[src/hw/rtl/bpa_pkg.sv]
// Shared types and constants for the buddy page allocator.
// Depends on nothing; every other file of the block but bpa_ram imports it.
package bpa_pkg;

    localparam int BPA_TOTAL_PAGES = 32768;
    localparam int REQ_W           = 16;
    localparam int PAGE_W          = 15;
    localparam int LOG_W           = 5;

    typedef enum logic [3:0] {
        ST_CLEAR,
        ST_IDLE,
        ST_START,
        ST_CHECK,
        ST_DOWN_RD,
        ST_DOWN_DEC,
        ST_FREE_RD,
        ST_FREE_DEC,
        ST_UP_RD,
        ST_UP_WR,
        ST_FINISH
    } t_state;

    typedef enum logic [3:0] {
        OP_NOP,
        OP_CLR,
        OP_LOAD,
        OP_RD_ROOT,
        OP_SET_FAIL,
        OP_DOWN_INIT,
        OP_DOWN_RD,
        OP_DOWN_DEC,
        OP_MARK,
        OP_FREE_INIT,
        OP_FREE_RD,
        OP_FREE_MARK,
        OP_FREE_UP,
        OP_UP_RD,
        OP_UP_WR,
        OP_OUT
    } t_dp_op;

    typedef struct packed {
        logic clr_done;
        logic is_free;
        logic page_bad;
        logic bad_req;
        logic at_want;
        logic at_root;
        logic node_zero;
        logic parent_root;
        logic out_free;
    } t_dp_sts;

endpackage

[src/hw/rtl/bpa_ctrl.sv]
// Controller of the buddy page allocator: sequences the clearing pass and
// each allocate or free walk. Depends on bpa_pkg.
module bpa_ctrl (
    input  logic              i_clk,
    input  logic              i_rst_n,
    input  logic              i_in_valid,
    output logic              o_in_stall,
    input  bpa_pkg::t_dp_sts  i_sts,
    output bpa_pkg::t_dp_op   o_op
);
    import bpa_pkg::*;

    t_state r_state;
    t_state n_state;

    always_ff @(posedge i_clk) begin
        if (!i_rst_n) begin
            r_state <= ST_CLEAR;
        end else begin
            r_state <= n_state;
        end
    end

    // next state
    always_comb begin
        n_state = r_state;
        case (r_state)
            ST_CLEAR: begin
                if (i_sts.clr_done) n_state = ST_IDLE;
            end
            ST_IDLE: begin
                if (i_in_valid) n_state = ST_START;
            end
            ST_START: begin
                if (!i_sts.is_free) n_state = ST_CHECK;
                else if (i_sts.page_bad) n_state = ST_FINISH;
                else n_state = ST_FREE_RD;
            end
            ST_CHECK: begin
                n_state = i_sts.bad_req ? ST_FINISH : ST_DOWN_RD;
            end
            ST_DOWN_RD: begin
                if (!i_sts.at_want) n_state = ST_DOWN_DEC;
                else if (i_sts.at_root) n_state = ST_FINISH;
                else n_state = ST_UP_RD;
            end
            ST_DOWN_DEC: begin
                n_state = ST_DOWN_RD;
            end
            ST_FREE_RD: begin
                n_state = ST_FREE_DEC;
            end
            ST_FREE_DEC: begin
                if (i_sts.node_zero) begin
                    n_state = i_sts.at_root ? ST_FINISH : ST_UP_RD;
                end else begin
                    n_state = i_sts.at_root ? ST_FINISH : ST_FREE_RD;
                end
            end
            ST_UP_RD: begin
                n_state = ST_UP_WR;
            end
            ST_UP_WR: begin
                n_state = i_sts.parent_root ? ST_FINISH : ST_UP_RD;
            end
            ST_FINISH: begin
                if (i_sts.out_free) n_state = ST_IDLE;
            end
            default: begin
                n_state = ST_CLEAR;
            end
        endcase
    end

    // outputs
    always_comb begin
        o_op       = OP_NOP;
        o_in_stall = (r_state != ST_IDLE);
        case (r_state)
            ST_CLEAR: begin
                o_op = OP_CLR;
            end
            ST_IDLE: begin
                if (i_in_valid) o_op = OP_LOAD;
            end
            ST_START: begin
                if (!i_sts.is_free) o_op = OP_RD_ROOT;
                else if (i_sts.page_bad) o_op = OP_SET_FAIL;
                else o_op = OP_FREE_INIT;
            end
            ST_CHECK: begin
                o_op = i_sts.bad_req ? OP_SET_FAIL : OP_DOWN_INIT;
            end
            ST_DOWN_RD: begin
                o_op = i_sts.at_want ? OP_MARK : OP_DOWN_RD;
            end
            ST_DOWN_DEC: begin
                o_op = OP_DOWN_DEC;
            end
            ST_FREE_RD: begin
                o_op = OP_FREE_RD;
            end
            ST_FREE_DEC: begin
                if (i_sts.node_zero) o_op = OP_FREE_MARK;
                else if (i_sts.at_root) o_op = OP_SET_FAIL;
                else o_op = OP_FREE_UP;
            end
            ST_UP_RD: begin
                o_op = OP_UP_RD;
            end
            ST_UP_WR: begin
                o_op = OP_UP_WR;
            end
            ST_FINISH: begin
                if (i_sts.out_free) o_op = OP_OUT;
            end
            default: begin
                o_op = OP_NOP;
            end
        endcase
    end

endmodule

[config.mk]
export PLATFORM = sky130hd
export DESIGN_NAME = bpa_ctrl
export DESIGN_NICKNAME = d
export VERILOG_FILES = /design/src/hw/rtl/bpa_pkg.sv /design/src/hw/rtl/bpa_ctrl.sv
export SDC_FILE = /design/constraint.sdc
export NUM_CORES = 1
export LEC_CHECK = 0
export ABC_AREA = 0
export BUFFER_PORTS_ARGS = -buffer_cell sky130_fd_sc_hd__buf_2
export CORE_MARGIN = 5
export CORE_UTILIZATION = 40
export CTS_BUF_LIST = sky130_fd_sc_hd__clkbuf_8
export CTS_CLUSTER_SIZE = 20
export DETAILED_ROUTE_END_ITERATION = 7
export PLACE_DENSITY = 0.75
export SLEW_MARGIN = 15
export SYNTH_ARGS = -nofsm -noshare
export SYNTH_HDL_FRONTEND = slang
export SYNTH_SLANG_ARGS = --single-unit
[constraint.sdc]
create_clock -name i_clk -period 1.5 [get_ports i_clk]
set_input_delay 0.3 -clock i_clk [delete_from_list [all_inputs] [get_ports i_clk]]
set_output_delay 0.3 -clock i_clk [all_outputs]
set_load 0.05 [all_outputs]
==> results.toml <==
[status]
status = "complete, but fails checks"
violations = "setup timing"

[power]
power_frac_clock_pct = 14.1
power_density_nw_per_um2 = 1330
internal_power_w = 0.000886
leakagePower_nw = 0.525
p_switching_w = 0.000755
swShare_pct = 46.0
pwr-share-comb_pct = 74.4
seqPwrFrac_pct = 11.5
ir_drop_mv = 0.913

[layout]
reg.largest.list = "r_state: 4 flops"
final_common_cell = "buf_4"
final_cell_mix = "buf_4 (32), buf_6 (12), buf_2 (11)"
area_growth_pct = 107
drive_gt1_share_pct = 62.1
n_fill_cell = 73
regMostFlops = "r_state"
nNetsFinal = 154
n_antenna_cell = 0
largest_reg_flops = 4
fin_util_pct = 84.8

[global_route]
antenna_found_initial = 0
grt_pass1_vias = 939
globalRouteTotalUtil_pct = 22.0
grt_overflow = 0
grt_max_degree = 11
grt_pass1_wl_um = 4160

[synth]
syn_area_per_cell_um2 = 6.68
synth_top_cells_by_area = "dfxtp_1 (13%), a21oi_1 (8.4%), nand2_1 (4.4%)"
synth_top_flop_cell = "dfxtp_1"
synth_top_area_cell = "dfxtp_1"
syn-cell-area_um2 = 594
postSynthCellCount = 89
ys_ff_latch = 4
yosys_warnings = 0
synth_cell_types = 39
asyncSetResetFlopFracSynth_pct = 0
synth_fp_nets = 101
synth_seq_area_share_pct = 13.5
yosysTopAreaCellShare_pct = 13.5
synth_edf_count = 0

[floorplanning]
pin_count = 17
floorplan.initialDensity_pct = 40.9
die_y_um = 48.5
num_rows = 14
die_x_um = 48.5
fp.coreArea_um2 = 1450
dieArea_um2 = 2360

[worst_setup_path]
required_ns = 1.20
cp.depth = 5
path_buf_inv = 1
max_stage_delay_ns = 0.37
crit_slowest_cell = "dfxtp_4"
arrival_ns = 1.40
path_cells = "nor2b_4, a32oi_1, o21a_1, o21ai_4, buf_6"
crit_type = "reg2out"
startpoint_type = "register"
r2r_cells = 6
endpoint_kind = "primary output"
cpLargestDelayFamily = "compound AO/OA/AOI/OAI gates"
crit_fanout = 7

[hold_path]
hold_class = "in2reg"
hold_path_depth = 2

[drt]
wl_per_cell_um = 19.8
vias = 975
drc = 0
drt_iter0_drc = 51
antenna_left = 0
via_per_inst = 6.25
dr.pass1.iters = 4
drt_wl_total_um = 3080

[clocking]
clock-sinks = 4
clkLatencyLatePin_ns = 0.22
ctsRootBufferMaster = "clkbuf_8"
htree_num_levels = 1
numCtsBuffers = 3
hold_buffers = 0
cts_tree = "done"
clock_path_buffers = 2
clk_pin_slew_ns = 0.03

[timing]
rsz0062_at_grt = "true"
drv_slew = 0
tightest_slew_ns = 0.343
fin_skew_ns = 0.00690
slew_headroom_pct = 77.0
hold_viol = 0
post-route-period-util_pct = 113
postLayoutSetupSlackWorst_ns = -0.196
timing.fmax_mhz = 589
setup_viol = 6
period_needed_ns = 1.70

[placement]
dp_hpwl_um = 1570
port-buffer-count = 16
gp_congestion = 0.854
dp_slack_ns = -0.165

[run]
cap_viol_max_count = 0
[cells in the mapped netlist (2+ instances only)]
master / count
o211ai_1: 2
nand2b_1: 4
nor3_1: 2
o31ai_1: 2
and2_1: 2
o221ai_1: 2
o21a_1: 3
a32oi_1: 2
nand2_1: 7
nor4_1: 2
inv_1: 6
nor2_1: 7
o21ai_0: 2
buf_2: 5
a21oi_1: 10
nand4b_1: 2
nor2b_1: 4
dfxtp_1: 4
[worst register-to-register path, cell delays in order, from the launching register on]
cell and delay [ns]:
dfxtp_4 0.36, buf_6 0.14, buf_4 0.14, nor4_4 0.29
a211oi_1 0.15, nor2b_2 0.17, a31o_1 0.16
[final timing paths]
path,slack (ns),to,start
max,-0.20,o_op[3],r_state[3]
min,0.33,r_state[3],i_rst_n
max reg2reg,-0.04,r_state[1],r_state[1]
min reg2reg,0.77,r_state[0],r_state[0]
[power groups by stage]
stage | clock, W | sequential [W] | combinational, W
2_1_floorplan | 0 | 0.000139 | 0.000677
3_3_place_gp | 0 | 0.000174 | 0.000853
3_5_place_dp | 0 | 0.000176 | 0.000863
4_1_cts | 0.000232 | 0.000186 | 0.00106
5_1_grt | 0.000245 | 0.000189 | 0.00129
6_report | 0.000231 | 0.000189 | 0.00122
[per-layer routing]
metal | up-vias | share of wire [%] | GRT usage, %
li1 | 436 | - | -
met1 | 461 | 41 | 25.3
met2 | 66 | 49 | 38.7
met3 | 12 | 8.3 | 5.83
met4 | 0 | 2.0 | 7.17
met5 | - | 0 | 0
[cell type report]
type / count / area (µm²) / share of cell area [%]
Clock buffer: 3 / 41.3 / 3.35
Inverter: 6 / 25.0 / 2.03
Multi-Input combinational cell: 71 / 608 / 49.3
Sequential cell: 4 / 92.6 / 7.51
Tap cell: 16 / 20.0 / 1.62
Timing Repair Buffer: 56 / 445 / 36.1
[logic make-up after synthesis]
kind of cell	after synthesis	synth area share [%]
simple gates	38	36.0
buf+inv	14	11.8
compound gates	33	38.7
flops	4	13.5
[through the flow]
step	instances	TNS (ns)	hold WS (ns)	total power, W	instance area [µm²]
after floorplan	89	-0.0217	0.428	0.000816	711
after global placement	141	-0.856	0.557	0.00103	928
after detailed placement	141	-1.03	0.560	0.00104	928
after CTS	151	-0.531	0.327	0.00147	1130
after global routing	156	-1.06	0.332	0.00172	1230
final	156	-0.732	0.328	0.00164	1230
[repair_timing]
| action | 4_1_cts | 5_1_grt |
|---|---|---|
| endpoints found under the hold margin | 0 | 0 |
| gates resized for setup | 33 | 12 |
| endpoints found under the setup margin | 8 | 7 |
| buffers inserted | 7 | 5 |
| pin swaps | 10 | 4 |
Power figures use the tool's default switching activity.
